File: config.mk
export PLATFORM = sky130hd
export DESIGN_NAME = gradient_energy_sharpness_flat
export DESIGN_NICKNAME = d
export VERILOG_FILES = /design/src/hw/rtl/ges_pkg.sv /design/src/hw/rtl/ges_if.sv /design/src/hw/rtl/ges_ram.sv /design/src/hw/rtl/ges_grad.sv /design/src/hw/rtl/ges_div.sv /design/src/hw/rtl/gradient_energy_sharpness.sv /design/src/flat_wrapper.sv
export SDC_FILE = /design/constraint.sdc
export NUM_CORES = 2
export LEC_CHECK = 0
export BUFFER_PORTS_ARGS = -buffer_cell sky130_fd_sc_hd__buf_4
export CELL_PAD_IN_SITES_DETAIL_PLACEMENT = 0
export CELL_PAD_IN_SITES_GLOBAL_PLACEMENT = 1
export CORE_MARGIN = 4
export CORE_UTILIZATION = 47
export DETAILED_ROUTE_END_ITERATION = 10
export PLACE_DENSITY_LB_ADDON = 0.15
export SYNTH_ARGS = -nofsm -noshare
export SYNTH_HDL_FRONTEND = slang
export SYNTH_SLANG_ARGS = --single-unit
File: constraint.sdc
create_clock -name clk -period 9.9 [get_ports clk]
set_clock_uncertainty 0.05 [all_clocks]
set_input_delay 0.99 -clock clk [delete_from_list [all_inputs] [get_ports clk]]
set_output_delay 0.99 -clock clk [all_outputs]
set_load 0.02 [all_outputs]
File: src/hw/rtl/ges_pkg.sv
package ges_pkg;

  localparam int BOX_W_W    = 6;
  localparam int BOX_H_W    = 10;
  localparam int WIN_W      = 14;
  localparam int CXY_W      = 13;
  localparam int CRD_W      = 15;
  localparam int PIXEL_BITS = 16;
  localparam int SUM_W      = 50;
  localparam int SHARP_W    = 33;
  localparam int STAT_W     = 2;
  localparam int CFG_IDX_W  = 2;
  localparam int CFG_DATA_W = 14;

  localparam logic [BOX_W_W-1:0] BOX_W_RESET = 6'd15;
  localparam logic [BOX_H_W-1:0] BOX_H_RESET = 10'd15;
  localparam logic [WIN_W-1:0]   WIN_RESET   = 14'd1024;

  typedef enum logic [CFG_IDX_W-1:0] {
    REG_BOX_WIDTH     = 2'd0,
    REG_BOX_HEIGHT    = 2'd1,
    REG_WINDOW_WIDTH  = 2'd2,
    REG_WINDOW_HEIGHT = 2'd3
  } cfg_reg_t;

  typedef enum logic {
    MODE_START = 1'b0,
    MODE_PIXEL = 1'b1
  } mode_t;

  typedef enum logic [STAT_W-1:0] {
    STAT_OK     = 2'd0,
    STAT_BOUNDS = 2'd1,
    STAT_DEGEN  = 2'd2
  } status_t;

  typedef enum logic [1:0] {
    ST_RUN,
    ST_SUM,
    ST_DIV
  } state_t;

  typedef struct packed {
    logic start;
    logic pixel;
  } grad_ctl_t;

  typedef struct packed {
    logic at_last;
    logic sq_valid;
  } grad_sts_t;

endpackage

File: src/hw/rtl/ges_if.sv
interface ges_in_if;
  logic                            valid;
  logic                            ready;
  logic                            mode;
  logic [ges_pkg::CXY_W-1:0]       center_x;
  logic [ges_pkg::CXY_W-1:0]       center_y;
  logic [ges_pkg::PIXEL_BITS-1:0]  pixel_value;

  modport source (output valid, mode, center_x, center_y, pixel_value, input ready);
  modport sink (input valid, mode, center_x, center_y, pixel_value, output ready);
endinterface

interface ges_out_if;
  logic                         valid;
  logic                         ready;
  logic [ges_pkg::SHARP_W-1:0]  sharpness;
  logic [ges_pkg::STAT_W-1:0]   status;

  modport source (output valid, sharpness, status, input ready);
  modport sink (input valid, sharpness, status, output ready);
endinterface

File: src/hw/rtl/ges_ram.sv
module ges_ram #(
  parameter int WIDTH = 16,
  parameter int DEPTH = 64
) (
  input  logic                     clk,
  input  logic                     we,
  input  logic [$clog2(DEPTH)-1:0] waddr,
  input  logic [WIDTH-1:0]         wdata,
  input  logic [$clog2(DEPTH)-1:0] raddr,
  output logic [WIDTH-1:0]         rdata
);

  logic [WIDTH-1:0] mem [DEPTH];

  always_ff @(posedge clk) begin
    if (we) begin
      mem[waddr] <= wdata;
    end
    rdata <= mem[raddr];
  end

endmodule

File: src/hw/rtl/ges_grad.sv
module ges_grad #(
  parameter int MAX_BOX_WIDTH  = 64,
  parameter int MAX_BOX_HEIGHT = 1024,
  parameter int PIXEL_BITS     = 16
) (
  input  logic                              clk,
  input  logic                              rst,
  input  ges_pkg::grad_ctl_t                ctl,
  input  logic [$clog2(MAX_BOX_WIDTH)-1:0]  w_last_in,
  input  logic [$clog2(MAX_BOX_HEIGHT)-1:0] h_last_in,
  input  logic [PIXEL_BITS-1:0]             pixel,
  output ges_pkg::grad_sts_t                sts,
  output logic [2*PIXEL_BITS-1:0]           sq_x,
  output logic [2*PIXEL_BITS-1:0]           sq_y
);

  localparam int COL_W = $clog2(MAX_BOX_WIDTH);
  localparam int ROW_W = $clog2(MAX_BOX_HEIGHT);
  localparam int SQ_W  = 2 * PIXEL_BITS;

  logic [COL_W-1:0]      col, col_next, w_last;
  logic [ROW_W-1:0]      row, row_next, h_last;
  logic [PIXEL_BITS-1:0] left, above, dx, dy;
  logic                  sq_valid, col_end, en_x, en_y;

  assign col_end = (col == w_last);
  assign en_x    = (col != '0) && (row != h_last);
  assign en_y    = (row != '0) && !col_end;
  assign dx      = (pixel >= left) ? pixel - left : left - pixel;
  assign dy      = (pixel >= above) ? pixel - above : above - pixel;

  always_comb begin
    col_next = col;
    row_next = row;
    if (ctl.start) begin
      col_next = '0;
      row_next = '0;
    end else if (ctl.pixel) begin
      if (col_end) begin
        col_next = '0;
        row_next = (row == h_last) ? '0 : row + 1'b1;
      end else begin
        col_next = col + 1'b1;
      end
    end
  end

  ges_ram #(
    .WIDTH (PIXEL_BITS),
    .DEPTH (MAX_BOX_WIDTH)
  ) u_row_store (
    .clk   (clk),
    .we    (ctl.pixel),
    .waddr (col),
    .wdata (pixel),
    .raddr (col_next),
    .rdata (above)
  );

  always_ff @(posedge clk) begin
    if (rst) begin
      col      <= '0;
      row      <= '0;
      sq_valid <= 1'b0;
    end else begin
      col      <= col_next;
      row      <= row_next;
      sq_valid <= ctl.pixel;
    end
  end

  always_ff @(posedge clk) begin
    if (ctl.start) begin
      w_last <= w_last_in;
      h_last <= h_last_in;
    end
    if (ctl.pixel) begin
      left <= pixel;
      sq_x <= en_x ? SQ_W'(dx) * SQ_W'(dx) : '0;
      sq_y <= en_y ? SQ_W'(dy) * SQ_W'(dy) : '0;
    end
  end

  assign sts.at_last  = col_end && (row == h_last);
  assign sts.sq_valid = sq_valid;

endmodule

File: src/hw/rtl/ges_div.sv
module ges_div #(
  parameter int DEN_W = 16
) (
  input  logic                        clk,
  input  logic                        rst,
  input  logic                        start,
  input  logic [ges_pkg::SUM_W-1:0]   dividend,
  input  logic [DEN_W-1:0]            divisor,
  output logic                        done,
  output logic [ges_pkg::SHARP_W-1:0] quotient
);

  localparam int CNT_W = $clog2(ges_pkg::SUM_W);

  logic                      busy;
  logic [CNT_W-1:0]          cnt;
  logic [ges_pkg::SUM_W-1:0] dvd;
  logic [DEN_W-1:0]          rem;
  logic [DEN_W:0]            trial;
  logic                      fits;

  assign trial = {rem, dvd[ges_pkg::SUM_W-1]};
  assign fits  = (trial >= {1'b0, divisor});

  always_ff @(posedge clk) begin
    if (rst) begin
      busy <= 1'b0;
      done <= 1'b0;
      cnt  <= '0;
    end else begin
      done <= 1'b0;
      if (start) begin
        busy <= 1'b1;
        cnt  <= CNT_W'(ges_pkg::SUM_W - 1);
      end else if (busy) begin
        cnt <= cnt - 1'b1;
        if (cnt == '0) begin
          busy <= 1'b0;
          done <= 1'b1;
        end
      end
    end
  end

  always_ff @(posedge clk) begin
    if (start) begin
      dvd      <= dividend;
      rem      <= '0;
      quotient <= '0;
    end else if (busy) begin
      dvd      <= dvd << 1;
      rem      <= fits ? DEN_W'(trial - {1'b0, divisor}) : DEN_W'(trial);
      quotient <= {quotient[ges_pkg::SHARP_W-2:0], fits};
    end
  end

endmodule

File: src/hw/rtl/gradient_energy_sharpness.sv
// Gradient-energy sharpness of an image box.
// The input channel carries start items (mode 0, with the box centre) and box
// pixels (mode 1, raster order). A start that puts the box outside the window
// or gives a width or height of one returns its status at once; otherwise it
// opens the box. Pixels without an open box are dropped.
// Pixels are taken one per cycle unless the input is held off. After the
// transfer of the last pixel of a box the input is held off while the
// squared-gradient sum is divided by (w-1)(h-1) in a one-bit-per-cycle
// divider working through the 50-bit sum; the result is then registered.
// A start item that fails its check answers in the next cycle.
// The output is a single register. While a result waits untaken, the input
// is taken only in the cycle in which the receiver takes that result.
// Configuration writes go through cfg_write, cfg_index and cfg_data and take
// effect at the next start item.
// Reset restores the register defaults and closes any open box; the line
// buffer needs no clearing, since the first row of a box fills it.
module gradient_energy_sharpness #(
  parameter int MAX_BOX_WIDTH  = 64,
  parameter int MAX_BOX_HEIGHT = 1024
) (
  input  logic                             clk,
  input  logic                             rst,
  ges_in_if.sink                           in_ch,
  ges_out_if.source                        out_ch,
  input  logic                             cfg_write,
  input  logic [ges_pkg::CFG_IDX_W-1:0]    cfg_index,
  input  logic [ges_pkg::CFG_DATA_W-1:0]   cfg_data
);

  localparam int COL_W = $clog2(MAX_BOX_WIDTH);
  localparam int ROW_W = $clog2(MAX_BOX_HEIGHT);
  localparam int DEN_W = COL_W + ROW_W;
  localparam int SQ_W  = 2 * ges_pkg::PIXEL_BITS;
  localparam int CAP_W = (MAX_BOX_WIDTH - 2) | 1;
  localparam int CAP_H = (MAX_BOX_HEIGHT - 2) | 1;
  localparam int WS_W  = (COL_W > ges_pkg::BOX_W_W) ? COL_W : ges_pkg::BOX_W_W;
  localparam int HS_W  = (ROW_W > ges_pkg::BOX_H_W) ? ROW_W : ges_pkg::BOX_H_W;

  logic [ges_pkg::BOX_W_W-1:0] box_w;
  logic [ges_pkg::BOX_H_W-1:0] box_h;
  logic [ges_pkg::WIN_W-1:0]   window_width, window_height;

  ges_pkg::state_t state, state_next;

  logic                        box_active, in_ready, div_start, div_done;
  logic                        in_fire, start_acc, start_ok, pix_acc, oob, degen, load_res;
  logic [WS_W-1:0]             w_odd, w_size;
  logic [HS_W-1:0]             h_odd, h_size;
  logic [COL_W-1:0]            w_last_s;
  logic [ROW_W-1:0]            h_last_s;
  logic [ges_pkg::CRD_W-1:0]   half_w, half_h, cx, cy;
  logic [DEN_W-1:0]            den;
  logic [ges_pkg::SUM_W-1:0]   sum, sum_next;
  logic [ges_pkg::SHARP_W-1:0] quotient;
  logic [SQ_W-1:0]             sq_x, sq_y;
  logic                        out_valid;
  logic [ges_pkg::SHARP_W-1:0] sharpness;
  logic [ges_pkg::STAT_W-1:0]  status;
  ges_pkg::grad_ctl_t          ctl;
  ges_pkg::grad_sts_t          sts;

  always_ff @(posedge clk) begin
    if (rst) begin
      box_w         <= ges_pkg::BOX_W_RESET;
      box_h         <= ges_pkg::BOX_H_RESET;
      window_width  <= ges_pkg::WIN_RESET;
      window_height <= ges_pkg::WIN_RESET;
    end else if (cfg_write) begin
      case (ges_pkg::cfg_reg_t'(cfg_index))
        ges_pkg::REG_BOX_WIDTH: begin
          box_w <= cfg_data[ges_pkg::BOX_W_W-1:0];
        end
        ges_pkg::REG_BOX_HEIGHT: begin
          box_h <= cfg_data[ges_pkg::BOX_H_W-1:0];
        end
        ges_pkg::REG_WINDOW_WIDTH: begin
          window_width <= cfg_data;
        end
        ges_pkg::REG_WINDOW_HEIGHT: begin
          window_height <= cfg_data;
        end
        default: begin
        end
      endcase
    end
  end

  // Even sizes round up to odd, then clip to the largest odd size that fits.
  assign w_odd    = WS_W'({box_w[ges_pkg::BOX_W_W-1:1], 1'b1});
  assign h_odd    = HS_W'({box_h[ges_pkg::BOX_H_W-1:1], 1'b1});
  assign w_size   = (w_odd > WS_W'(CAP_W)) ? WS_W'(CAP_W) : w_odd;
  assign h_size   = (h_odd > HS_W'(CAP_H)) ? HS_W'(CAP_H) : h_odd;
  assign w_last_s = COL_W'(w_size - 1'b1);
  assign h_last_s = ROW_W'(h_size - 1'b1);
  assign half_w   = ges_pkg::CRD_W'(w_size >> 1);
  assign half_h   = ges_pkg::CRD_W'(h_size >> 1);
  assign cx       = ges_pkg::CRD_W'(in_ch.center_x);
  assign cy       = ges_pkg::CRD_W'(in_ch.center_y);

  assign oob = (cx < half_w) || (cx + half_w >= ges_pkg::CRD_W'(window_width)) ||
               (cy < half_h) || (cy + half_h >= ges_pkg::CRD_W'(window_height));
  assign degen = (w_last_s == '0) || (h_last_s == '0);

  assign in_fire   = in_ch.valid && in_ready;
  assign start_acc = in_fire && (in_ch.mode == ges_pkg::MODE_START);
  assign start_ok  = start_acc && !oob && !degen;
  assign pix_acc   = in_fire && (in_ch.mode == ges_pkg::MODE_PIXEL) && box_active;
  assign load_res  = (start_acc && (oob || degen)) || ((state == ges_pkg::ST_DIV) && div_done);

  assign ctl.start = start_ok;
  assign ctl.pixel = pix_acc;

  ges_grad #(
    .MAX_BOX_WIDTH  (MAX_BOX_WIDTH),
    .MAX_BOX_HEIGHT (MAX_BOX_HEIGHT),
    .PIXEL_BITS     (ges_pkg::PIXEL_BITS)
  ) u_grad (
    .clk       (clk),
    .rst       (rst),
    .ctl       (ctl),
    .w_last_in (w_last_s),
    .h_last_in (h_last_s),
    .pixel     (in_ch.pixel_value),
    .sts       (sts),
    .sq_x      (sq_x),
    .sq_y      (sq_y)
  );

  assign sum_next = sum + ges_pkg::SUM_W'(sq_x) + ges_pkg::SUM_W'(sq_y);

  ges_div #(
    .DEN_W (DEN_W)
  ) u_div (
    .clk      (clk),
    .rst      (rst),
    .start    (div_start),
    .dividend (sum_next),
    .divisor  (den),
    .done     (div_done),
    .quotient (quotient)
  );

  always_ff @(posedge clk) begin
    if (rst) begin
      state <= ges_pkg::ST_RUN;
    end else begin
      state <= state_next;
    end
  end

  always_comb begin
    state_next = state;
    in_ready   = 1'b0;
    div_start  = 1'b0;
    case (state)
      ges_pkg::ST_RUN: begin
        in_ready = !out_valid || out_ch.ready;
        if (pix_acc && sts.at_last) begin
          state_next = ges_pkg::ST_SUM;
        end
      end
      ges_pkg::ST_SUM: begin
        div_start  = 1'b1;
        state_next = ges_pkg::ST_DIV;
      end
      ges_pkg::ST_DIV: begin
        if (div_done) begin
          state_next = ges_pkg::ST_RUN;
        end
      end
      default: begin
        state_next = ges_pkg::ST_RUN;
      end
    endcase
  end

  always_ff @(posedge clk) begin
    if (rst) begin
      box_active <= 1'b0;
      out_valid  <= 1'b0;
    end else begin
      if (start_acc) begin
        box_active <= start_ok;
      end else if (pix_acc && sts.at_last) begin
        box_active <= 1'b0;
      end
      if (load_res) begin
        out_valid <= 1'b1;
      end else if (out_ch.ready) begin
        out_valid <= 1'b0;
      end
    end
  end

  always_ff @(posedge clk) begin
    if (start_ok) begin
      den <= DEN_W'(w_last_s) * DEN_W'(h_last_s);
      sum <= '0;
    end else if (sts.sq_valid) begin
      sum <= sum_next;
    end
    if (load_res) begin
      if (start_acc) begin
        sharpness <= '0;
        status    <= oob ? ges_pkg::STAT_BOUNDS : ges_pkg::STAT_DEGEN;
      end else begin
        sharpness <= quotient;
        status    <= ges_pkg::STAT_OK;
      end
    end
  end

  assign in_ch.ready      = in_ready;
  assign out_ch.valid     = out_valid;
  assign out_ch.sharpness = sharpness;
  assign out_ch.status    = status;

`ifndef NO_ASSERTIONS
  a_no_overwrite: assert property (@(posedge clk) disable iff (rst)
    load_res |-> (!out_valid || out_ch.ready))
    else $error("result register loaded while holding an untaken result");

  a_box_closed_in_div: assert property (@(posedge clk) disable iff (rst)
    (state != ges_pkg::ST_RUN) |-> !box_active)
    else $error("box still open while the division runs");

  a_done_in_div: assert property (@(posedge clk) disable iff (rst)
    div_done |-> (state == ges_pkg::ST_DIV))
    else $error("divider finished outside the division phase");

  a_last_sum: assert property (@(posedge clk) disable iff (rst)
    (state == ges_pkg::ST_SUM) |-> sts.sq_valid)
    else $error("last pixel gradients missing when the division starts");
`endif

endmodule

File: src/flat_wrapper.sv
// flat-port wrapper written by rule: the top's interface ports become plain ports
module gradient_energy_sharpness_flat 
#(
  parameter int MAX_BOX_WIDTH  = 64,
  parameter int MAX_BOX_HEIGHT = 1024
)
  (clk, rst, cfg_write, cfg_index, cfg_data, in_ch_valid, in_ch_mode, in_ch_center_x, in_ch_center_y, in_ch_pixel_value, in_ch_ready, out_ch_valid, out_ch_sharpness, out_ch_status, out_ch_ready);
  ges_in_if in_ch_i ();
  ges_out_if out_ch_i ();
  input  logic clk;
  input  logic rst;
  input  logic cfg_write;
  input  logic [ges_pkg::CFG_IDX_W-1:0] cfg_index;
  input  logic [ges_pkg::CFG_DATA_W-1:0] cfg_data;
  input wire logic [$bits(in_ch_i.valid)-1:0] in_ch_valid;
  input wire logic [$bits(in_ch_i.mode)-1:0] in_ch_mode;
  input wire logic [$bits(in_ch_i.center_x)-1:0] in_ch_center_x;
  input wire logic [$bits(in_ch_i.center_y)-1:0] in_ch_center_y;
  input wire logic [$bits(in_ch_i.pixel_value)-1:0] in_ch_pixel_value;
  output wire logic [$bits(in_ch_i.ready)-1:0] in_ch_ready;
  output wire logic [$bits(out_ch_i.valid)-1:0] out_ch_valid;
  output wire logic [$bits(out_ch_i.sharpness)-1:0] out_ch_sharpness;
  output wire logic [$bits(out_ch_i.status)-1:0] out_ch_status;
  input wire logic [$bits(out_ch_i.ready)-1:0] out_ch_ready;
  assign in_ch_i.valid = in_ch_valid;
  assign in_ch_i.mode = in_ch_mode;
  assign in_ch_i.center_x = in_ch_center_x;
  assign in_ch_i.center_y = in_ch_center_y;
  assign in_ch_i.pixel_value = in_ch_pixel_value;
  assign in_ch_ready = in_ch_i.ready;
  assign out_ch_valid = out_ch_i.valid;
  assign out_ch_sharpness = out_ch_i.sharpness;
  assign out_ch_status = out_ch_i.status;
  assign out_ch_i.ready = out_ch_ready;
  gradient_energy_sharpness #(.MAX_BOX_WIDTH(MAX_BOX_WIDTH), .MAX_BOX_HEIGHT(MAX_BOX_HEIGHT)) u_core (.clk(clk), .rst(rst), .in_ch(in_ch_i), .out_ch(out_ch_i), .cfg_write(cfg_write), .cfg_index(cfg_index), .cfg_data(cfg_data));
endmodule
==> impl_results.md <==
* Mapped cell area at approximately 77,000 µm²
* Finished Layout Cells at ~9,500
* Max Cap Viol at 0
* Via count at 54,200
* Drt total wl at approximately 240 mm
* CTS tree: yes
* Largest net degree at the start of global routing at 114
* Crit path top cell by count: fa_1
* Synth Flop Type: edfxtp_1
* Worst-Skew Late Latency at between 800 and 900 ps
* CP max FO at 6
* P per Cell Area at about 410 nW/µm²
* Total number of yosys warnings at 0
* Cell Rows at 148
* Startpoint type of the worst setup path: primary input
* GP Congestion at 0.925
* Worst vdd ir at 1210 µV
* Worst path arrival time at approximately 9900 ps
* Hold_buf cts at 0
* Port Buffers at 100
* Synthesized instance count at between 6,000 and 7,000
* FMAX at roughly 0.11 GHz
* Crit-path slowest cell: fa_1
* Clk sinks at 1,401
* Initial antenna violation count at 16
* Remaining antenna violation count after routing at 0
* Area of the die at approximately 170,000 µm²
* Slew @ Worst Pin at about 1300 ps
* Fin crit share at 0.946
* Synth async-reset ratio at 0
* Max H-tree Level at 4
* R2R setup slack at roughly 550 ps
* CP Data Required Time at between 10,000 and 15,000 ps
* Initial Util at 0.473
* Status: completed
* Commonest cells after routing, fill and taps aside: edfxtp_1 (1,215), nand2_1 (890), inv_1 (653)
* Final hold vios at 0
* Top-level port count at around 100
* R2r startpoint: u_core.u_grad.left[0]
* Total CTS buffers at about 150
* Vias per cell at about 5.7
* Crit. End Element: flip-flop
* Nets at between 7,000 and 8,000
* Vias in the first global route at between 50,000 and 60,000
* Clock tree buffer depth at 3
* Gr usage total at 0.282
* Clock Tree Root: clkbuf_16
* Register bit total from synthesis at ~1,400
* Period minus WS final at 9360 ps
* Hold Path Stages at 2
* Total gr overflow at 0
* Post-Place Cells at between 9,000 and 10,000
* Synthesized area per cell at ~11 µm²
* RSZ-0062 raised after global routing: no
* Drt wl/cell at between 20 and 30 µm
* Hold Path End: u_core.window_height[10]
* Sequential fraction of the synthesis area at 0.523
* Synth Net Count at 7,605
* Post-DP HPWL at between 150 and 200 mm
* CP max stage delay at between 500 and 600 ps
* Area grow syn2layout at 14.1%
* Finish-stage setup viols at 0
* Number of DRC markers in iteration 0 at approximately 5,400
* Final Max Tran Viols at 0
* Unique cell type count in the Yosys netlist at 95
* Power Total at around 36 mW
* Share of layout cells above drive strength 1 at 0.118
* First drt pass iteration count at 8
* HP Start: cfg_data[10]
* First-pass GRT wire length at about 360 mm
* Post-synth EDFFs at ~1,200
* Setup CP Type: in -> reg
* Worst-path clk slew at roughly 60 ps
* Most common cell after layout, fill and taps aside: edfxtp_1
* Worst slew margin at 0.151
* Hold Path Class: in -> reg
* Core area at ~160,000 µm²
* Fill cell count at 14,200
* Die Ht at a little over 400 µm
* RR Endpoint: u_core.u_grad.sq_x[31]
* Lkg Pwr at ~34 nW
* Worst reg-to-reg path cell count at 38
* Residual DRC at 0
* Die X at 412 µm
## synth_stat cells, types with 42 or more instances
master / instances / share of area
a21o_1: 67 / 0.0065
a21oi_1: 342 / 0.022
a221oi_1: 53 / 0.0060
a31oi_1: 80 / 0.0065
and2_1: 84 / 0.0068
buf_1: 42 / 0.0021
buf_2: 54 / 0.0035
clkbuf_1: 222 / 0.011
dfxtp_1: 186 / 0.048
edfxtp_1: 1215 / 0.47
fa_1: 383 / 0.10
ha_1: 394 / 0.064
inv_1: 655 / 0.032
mux2i_1: 139 / 0.018
nand2_1: 893 / 0.044
nand2b_1: 42 / 0.0034
nand3_1: 157 / 0.010
nand4_1: 44 / 0.0036
nor2_1: 527 / 0.026
nor3_1: 76 / 0.0049
o21ai_0: 270 / 0.018
o221ai_1: 78 / 0.0089
xnor2_1: 125 / 0.014
xor2_1: 90 / 0.010
## routing by layer
| layer | track usage | wire length [µm] |
|---|---|---|
| met1 | 0.372 | 98100 |
| met2 | 0.465 | 114000 |
| met3 | 0.0458 | 17800 |
| met4 | 0.113 | 11300 |
| met5 | 0 | 82 |
## worst max-delay path: cells and delay by family
kind | cells | cell delay (ps)
adder cells (fa/ha/maj) | 9 | 3950
multiplexers | 1 | 140
XOR/XNOR | 1 | 450
AO/OA/AOI/OAI | 13 | 2330
AND/OR/NAND/NOR | 9 | 1270
buffers and inverters | 7 | 760
## metrics by stage
| step | hold slack [ps] | util | worst slack, ps | instance area [µm²] | TNS (ps) |
|---|---|---|---|---|---|
| 2_1_floorplan | 386 | - | 179 | 76900 | 0 |
| 3_3_place_gp | 394 | 0.509 | -233 | 82800 | -783 |
| 3_5_place_dp | 397 | 0.509 | -355 | 82800 | -1540 |
| 4_1_cts | 316 | 0.540 | 385 | 87700 | 0 |
| 5_1_grt | 349 | 0.540 | 54.9 | 87700 | 0 |
| 6_report | 378 | 0.540 | 538 | 87700 | 0 |
## cells by family after synthesis
| group | synth area share |
|---|---|
| AO/OA/AOI/OAI | 0.104 |
| XOR/XNOR | 0.0250 |
| adder cells (fa/ha/maj) | 0.164 |
| flip-flops | 0.523 |
| multiplexers | 0.0205 |
| AND/OR/NAND/NOR | 0.114 |
| buffers and inverters | 0.0489 |
## final cells by class
| type | count | area [µm²] | share of cell area |
|---|---|---|---|
| flip-flops and latches | 1401 | 40200 | 0.458 |
| multi-input cells | 4381 | 33100 | 0.377 |
| repair buffers | 548 | 4290 | 0.0489 |
| clock buffers | 209 | 4230 | 0.0482 |
| well taps | 2175 | 2720 | 0.0310 |
| inverters | 662 | 2490 | 0.0284 |
| clock inverters | 74 | 681 | 0.00776 |
| diodes | 4 | 10.0 | 0.000114 |
## where the power goes
group          internal (mW)  switching (mW)
Clock                   3.16            2.43
Combinational           10.9            12.6
Sequential              6.49          0.0784
Total                   20.5            15.1
## state kept, by name, summed over array words and instances (netlist names), 10 cells and up
register and count:
u_core.window_height 14, u_core.u_div.quotient 33, u_core.u_grad.left 16, u_core.u_grad.u_row_store.rdata 16, u_core.sum 50, u_core.u_grad.sq_y 31
u_core.u_grad.u_row_store.mem 1024, u_core.u_grad.row 10, u_core.u_grad.sq_x 31, u_core.out_ch.sharpness 33, u_core.den 14, u_core.u_div.rem 16
u_core.u_div.dvd 50, u_core.window_width 14
## worst max-delay path by stage
stage                     slack (ps)                     end                   from
after global routing              50  u_core.u_grad.sq_x[31]  u_core.u_grad.left[0]
final                            540  u_core.u_grad.sq_x[31]   in_ch_pixel_value[0]
after global placement          -230  u_core.u_grad.sq_x[31]   in_ch_pixel_value[0]
after floorplan                  180  u_core.u_grad.sq_x[31]   in_ch_pixel_value[0]
after detailed placement        -360  u_core.u_grad.sq_x[30]   in_ch_pixel_value[0]
after CTS                        380  u_core.u_grad.sq_x[30]  u_core.u_grad.left[0]
## repair_timing
action | in CTS | in global routing
hold endpoints to repair | 0 | 0
setup buffers | 0 | 0
gates resized for setup | 0 | 2
setup endpoints to repair | 0 | 5
Power figures use the tool's default switching activity.
